## src/hdl/bla_pkg.sv

```systemverilog
// Shared constants, types and helpers for the banded local alignment unit.
// Used by every module of the block except bla_ram; depends on nothing.
package bla_pkg;

    localparam int MAX_LEN    = 64;
    localparam int LEN_W      = $clog2(MAX_LEN + 1);
    localparam int IDX_W      = $clog2(MAX_LEN);
    localparam int ROW_STRIDE = MAX_LEN + 1;
    localparam int CELL_DEPTH = ROW_STRIDE * ROW_STRIDE;
    localparam int ADDR_W     = $clog2(CELL_DEPTH);
    localparam int SYM_W      = 8;
    localparam int CELL_W     = 9;
    localparam int CELL_MAX   = 511;
    localparam int SCORE_W    = CELL_W + 2;
    localparam int CFG_IDX_W  = 3;
    localparam int CFG_DATA_W = 6;

    typedef enum logic [1:0] {
        CMD_LOAD_Q = 2'd0,
        CMD_LOAD_R = 2'd1,
        CMD_RUN    = 2'd2,
        CMD_NONE   = 2'd3
    } cmd_code_t;

    localparam logic [CFG_IDX_W-1:0] CFG_MATCH    = 3'd0;
    localparam logic [CFG_IDX_W-1:0] CFG_MISMATCH = 3'd1;
    localparam logic [CFG_IDX_W-1:0] CFG_GAP      = 3'd2;
    localparam logic [CFG_IDX_W-1:0] CFG_BAND     = 3'd3;
    localparam logic [CFG_IDX_W-1:0] CFG_MODE     = 3'd4;

    // controller -> datapath
    typedef struct packed {
        logic load_q;
        logic load_r;
        logic run_start;
        logic clr_step;
        logic row_setup;
        logic cell_up;
        logic cell_dg;
        logic cell_calc;
        logic tb_start;
        logic tb_dg;
        logic tb_up;
        logic tb_step;
        logic finish;
    } bla_cmd_t;

    // datapath -> controller
    typedef struct packed {
        logic clr_done;
        logic rows_done;
        logic row_empty;
        logic row_end;
        logic tb_stop;
        logic tb_zero;
    } bla_stat_t;

    function automatic logic [ADDR_W-1:0] cell_addr(input logic [LEN_W-1:0] row,
                                                    input logic [LEN_W-1:0] col);
        return ADDR_W'(row) * ADDR_W'(ROW_STRIDE) + ADDR_W'(col);
    endfunction

endpackage

```

## src/hdl/bla_ctrl.sv

```systemverilog
// Controller: sequences loads, matrix clear, row fill and traceback.
// Depends on bla_pkg; drives bla_datapath through command/status structs.
module bla_ctrl (
    input  logic                aclk,
    input  logic                aresetn,
    input  logic                in_accept,
    input  bla_pkg::cmd_code_t  in_command,
    input  logic                out_free,
    input  bla_pkg::bla_stat_t  stat,
    output logic                in_ready,
    output bla_pkg::bla_cmd_t   cmd
);

    typedef enum logic [3:0] {
        ST_IDLE, ST_CLEAR, ST_ROW, ST_C_UP, ST_C_DG, ST_C_CALC,
        ST_T_HERE, ST_T_DG, ST_T_UP, ST_T_DEC, ST_FINISH
    } state_t;

    state_t state_reg, state_next;

    always_comb begin
        state_next = state_reg;
        cmd        = '0;
        case (state_reg)
            ST_IDLE: begin
                if (in_accept) begin
                    case (in_command)
                        bla_pkg::CMD_LOAD_Q: cmd.load_q = 1'b1;
                        bla_pkg::CMD_LOAD_R: cmd.load_r = 1'b1;
                        bla_pkg::CMD_RUN: begin
                            cmd.run_start = 1'b1;
                            state_next    = ST_CLEAR;
                        end
                        default: ;
                    endcase
                end
            end
            ST_CLEAR: begin
                cmd.clr_step = 1'b1;
                if (stat.clr_done) state_next = ST_ROW;
            end
            ST_ROW: begin
                if (stat.rows_done) begin
                    cmd.tb_start = 1'b1;
                    state_next   = ST_T_HERE;
                end else begin
                    cmd.row_setup = 1'b1;
                    if (!stat.row_empty) state_next = ST_C_UP;
                end
            end
            ST_C_UP: begin
                cmd.cell_up = 1'b1;
                state_next  = ST_C_DG;
            end
            ST_C_DG: begin
                cmd.cell_dg = 1'b1;
                state_next  = ST_C_CALC;
            end
            ST_C_CALC: begin
                cmd.cell_calc = 1'b1;
                state_next    = stat.row_end ? ST_ROW : ST_C_UP;
            end
            ST_T_HERE: begin
                state_next = stat.tb_stop ? ST_FINISH : ST_T_DG;
            end
            ST_T_DG: begin
                cmd.tb_dg  = 1'b1;
                state_next = stat.tb_zero ? ST_FINISH : ST_T_UP;
            end
            ST_T_UP: begin
                cmd.tb_up  = 1'b1;
                state_next = ST_T_DEC;
            end
            ST_T_DEC: begin
                cmd.tb_step = 1'b1;
                state_next  = ST_T_HERE;
            end
            ST_FINISH: begin
                if (out_free) begin
                    cmd.finish = 1'b1;
                    state_next = ST_IDLE;
                end
            end
            default: state_next = ST_IDLE;
        endcase
    end

    always_ff @(posedge aclk) begin
        if (!aresetn) begin
            state_reg <= ST_IDLE;
        end else begin
            state_reg <= state_next;
        end
    end

    assign in_ready = (state_reg == ST_IDLE);

endmodule

```

## config.mk

```make
export PLATFORM = sky130hd
export DESIGN_NAME = bla_ctrl
export DESIGN_NICKNAME = d
export VERILOG_FILES = /design/src/hdl/bla_pkg.sv /design/src/hdl/bla_ctrl.sv
export SDC_FILE = /design/constraint.sdc
export NUM_CORES = 1
export LEC_CHECK = 0
export BUFFER_PORTS_ARGS = -buffer_cell sky130_fd_sc_hd__buf_2
export CORE_AREA = 3 3 40 42
export CTS_CLUSTER_DIAMETER = 150
export DETAILED_ROUTE_END_ITERATION = 12
export DIE_AREA = 0 0 43 45
export GPL_TIMING_DRIVEN = 0
export PLACE_DENSITY = 0.69
export SYNTH_ARGS = -nofsm -noshare
export SYNTH_HDL_FRONTEND = slang
export SYNTH_SLANG_ARGS = --single-unit
```

## constraint.sdc

```tcl
create_clock -name aclk -period 1.5 [get_ports aclk]
set_clock_uncertainty 0.15 [all_clocks]
set_input_delay 0 -clock aclk [delete_from_list [all_inputs] [get_ports aclk]]
set_output_delay 0 -clock aclk [all_outputs]
set_load 0.01 [all_outputs]
```

# Yosys cells after proc, flatten, opt, wreduce, memory -nomap -nowiden
# Index checks and enable logic that the tools add are counted.
# word_totals
out_inout_bits	14
inputBits	12
ff_bits	4
wordCells	49
# op_classes
n_reduce_logical	3
n_eq_ne	17
muxes	28
# op_table
cell	count
4-bit case mux with 11 select lines	1
4-bit two-way mux	7
1-bit two-way mux	17
4-bit by 3-bit == test with 1-bit output (second input constant)	4
4-bit == test (second input constant)	3
4-bit by 2-bit == test with 1-bit output (second input constant)	2
3-bit two-way mux	2
2-bit inequality test (second input constant)	3
5-bit AND reduction	1
4-bit by 1-bit == test with 1-bit output (second input constant)	1
4-bit zero test	1
3-bit inequality test (second input constant)	1
2-bit by 1-bit == test with 1-bit output (second input constant)	1
2-bit == test (second input constant)	1
2-bit zero test	1
2-bit two-way mux	1
2-bit by 1-bit inequality test with 1-bit output (second input constant)	1

# Logic depth before layout (Yosys ltp)
# logic_depth
word_depth	4
ltp_mapped	6
ltp_nobuf	4

# Least setup slack after synthesis
# Ideal clock, no wire load.
# synth_path
path_type	flip-flop to flip-flop
from	register state_reg[0]
to	register state_reg[1]
n_path_buf	1
t_arrival_ns	1.275
path_stages_with_launch	6
period_less_slack_ns	1.504
setup_time_ns	0.079
required_time_ns	1.271
slack_ns	-0.004
path_cell_list	dfxtp_1 -> buf_6 -> or4b_4 -> a21oi_2 -> nor4_1 -> a211oi_2
# synth_between
elab_chain_cells	3
word_cells_on_any_way	18
cone_classes	15 x eq/ne; 1 x mux; 2 x reduce/logical
# synth_rtl
item	line_no	rtl
start: declaration	bla_ctrl.sv:19	state_t state_reg, state_next;
start signal: assignment	bla_ctrl.sv:92	state_reg <= state_next;
4-bit by 2-bit == test with 1-bit output (tied with other cells)	bla_ctrl.sv:24	case (state_reg)
3-bit inequality test (no source line) (tied with other cells)	--	
5-bit AND reduction (no source line)	--	
# Several ways; a longest one is shown, not always the timed one.
# A chain may end at the register's enable or synchronous reset.

# Worst setup path in the final report
# layout_path
from	register state_reg[3]
to	register state_reg[1]
# The elaborated chain is that of the path after synthesis.

==> key figures <==
Setup path
  • Critical path class: reg2reg
  • CP Launch Type: register
  • Worst R2R End: state_reg[1]
  • CP endpoint kind: register
  • Critical path arrival: 1500 ps
  • Reg-to-reg slack, setup: -40 ps
  • CP max FO: 4
  • Worst R2R Start: state_reg[3]
  • R2R cell count: 4
  • Req. time, crit path: 1450 ps

Min path
  • Min-delay src: stat[1]
  • Hold Path Sink: state_reg[3]
  • WHS Path Cells: 5
  • HP Class: in2reg

Yosys
  • Synth Net Count: 75
  • Yosys reg bits: 4
  • Synth cell types: 32
  • Fraction of synthesis flops using an asynchronous set or reset pin: 0%
  • Ys flop type: dfxtp_1
  • Netlist Area Pre-Place: 474 µm²
  • Synth area leader: dfxtp_1
  • Yosys warning total: 0
  • Post-synth top area share: 16.9%
  • Top area cells in the synthesized netlist: dfxtp_1 17%, nor2_1 6.3%, nor3_1 5.3%
  • Seq/Total Area, Yosys: 16.9%
  • Synthesized netlist cell count: 63
  • Number of flops mapped to enable cells by yosys: 0
  • Syn Area/Cell: 7.53 µm²

Global route
  • Total gr overflow: 0
  • Vias in the first global route: 541
  • First-pass GRT wire length: 2240 µm
  • Total GRT Usage: 15.1%
  • Pin count of the biggest net entering global routing: 11
  • Initial antenna violation count: 0

Detailed routing
  • Post-route ant nets: 0
  • Initial drt markers: 8
  • Metal-1 WL: 609 µm
  • DRC: 0
  • Detailed Route WL: 1410 µm
  • Via count: 609
  • Vias per cell: 5.49
  • Uppermost layer routed: met4
  • Metal2 WL: 704 µm
  • Wire length per cell: 12.7 µm
  • Pre-antenna DRT Iters: 4
  • Metal3 WL: 92 µm

Timing
  • Final period util: 103%
  • RSZ-0062 raised after global routing: true
  • Max Clk Rate: 648 MHz
  • Final Critical Period: 1540 ps
  • Worst slew margin: 81.6%
  • Worst Tran Pin Value: 273 ps
  • Final hold violations: 1
  • Final WS setup: -43.7 ps
  • Final setup fails: 2
  • Max-slew violation count: 0
  • Fin Hold WS: -0.299 ps

Clock network
  • H-tree levels: 1
  • Clock Latency Late Sink: 230 ps
  • Clock sinks: 4
  • Clk buf depth: 2
  • CTS tree: yes
  • CTS Buf Count: 3
  • CTS clk-pin slew, worst paths: 40 ps
  • CTS root buf: clkbuf_4

Final layout
  • Commonest non-fill, non-tap cell in the layout: buf_2
  • Most frequent cells in the layout: 26 x buf_2, 7 x nor2_1, 5 x nor3_1
  • Layout cell share with drive strength beyond 1: 54.2%
  • Number of diodes: 0
  • Final core utilization: 59.3%
  • Design area: 762 µm²
  • Area Overhead vs Synth: 60.7%
  • Nets@finish: 110
  • Max FFs per register: 4

Job
  • Max Cap Viol: 0

Floorplanning
  • Starting Density: 36.9%
  • Placement row count: 13
  • Die Span Y: 45 µm
  • Area of the die: 1940 µm²
  • Core Region: 1280 µm²
  • I/O Pins: 26
  • Die X: 43 µm

Power and ir drop
  • Static Leakage: 0.343 nW
  • Power per cell area: 1440 nW/µm²
  • Worst VDD drop: 0.626 mV

Status
  • Failing checks: negative hold slack, negative setup slack
  • Outcome: finished, violations left

Place
  • Placed inst area: 618 µm²
  • Routability Congestion: 0.802
  • # port buffers: 25
-- worst max-delay path, cell delays in order, from the launching register on --
cell      delay [ps]
dfxtp_4          350
or4b_4           550
a21oi_4          170
or2_1            130
a211oi_2          60
-- final cells by class --
type	count	area (µm²)
Multi-Input combinational cell	51	399
Clock buffer	3	22.5
Sequential cell	4	90.1
Tap cell	15	18.8
Fill cell	126	523
Timing Repair Buffer	30	170
Buffer	5	50.0
Inverter	3	11.3
-- per-layer routing --
layer | up-vias | GRT usage (%)
li1 | 304 | -
met5 | - | 0
met1 | 278 | 18.0
met4 | 0 | 3.61
met3 | 2 | 4.78
met2 | 25 | 26.6
-- repair_timing --
action,in CTS,in global routing
pin swaps,3,1
setup buffers,1,1
setup endpoints to repair,5,6
endpoints found under the hold margin,4,0
hold buffers,3,0
resized for setup,9,10
-- metrics by stage --
stage	setup WS, ps	instances	power [mW]	setup TNS, ps	hold slack [ps]
6_report	-43.7	111	1.10	-59.6	-0.299
5_1_grt	-84.3	111	1.19	-263	82.3
4_1_cts	-54.6	110	1.02	-125	5.21
3_5_place_dp	-151	103	0.819	-261	79.3
3_3_place_gp	-118	103	0.808	-193	69.4
2_1_floorplan	12.2	63	0.652	0	-102
-- cells in the mapped netlist, types with 2 or more instances --
cell type and instances:
nor2_1 8, nand2_1 5, nor3_1 5, dfxtp_1 4
a21oi_1 3, nand2b_1 3, buf_2 2, buf_6 2
inv_1 2, nand3b_1 2, nor2b_1 2, nor4_1 2
nor4b_1 2, nor4bb_1 2, o21bai_1 2
-- how the worst max path moves through the flow --
stage                       startpoint      endpoint  slack [ps]  depth (start not counted)
after floorplan           state_reg[0]  state_reg[1]          10                          5
after global placement    state_reg[2]  state_reg[0]        -120                          5
after detailed placement  state_reg[3]  state_reg[1]        -150                          5
after CTS                 state_reg[0]  state_reg[1]         -50                          5
after global routing      state_reg[0]  state_reg[1]         -80                          5
final                     state_reg[3]  state_reg[1]         -40                          4
-- power by group --
group,total [mW],leakage (nW),internal [mW],switching (mW)
Sequential,0.180,0.0350,0.144,0.0361
Combinational,0.788,0.294,0.392,0.397
Clock,0.131,0.0138,0.0893,0.0417
Total,1.10,0.343,0.625,0.475
-- cells by family (layout without fill, tap and decap cells) --
| family | count (synthesis) | after routing | share of synthesized area, % |
|---|---|---|---|
| and+or+nand+nor | 39 | 39 | 52.0 |
| AOI/OAI and AO/OA | 12 | 12 | 20.3 |
| buffers and inverters | 8 | 41 | 10.8 |
| DFF | 4 | 4 | 16.9 |
No activity file was read; power rests on OpenSTA's default activity.
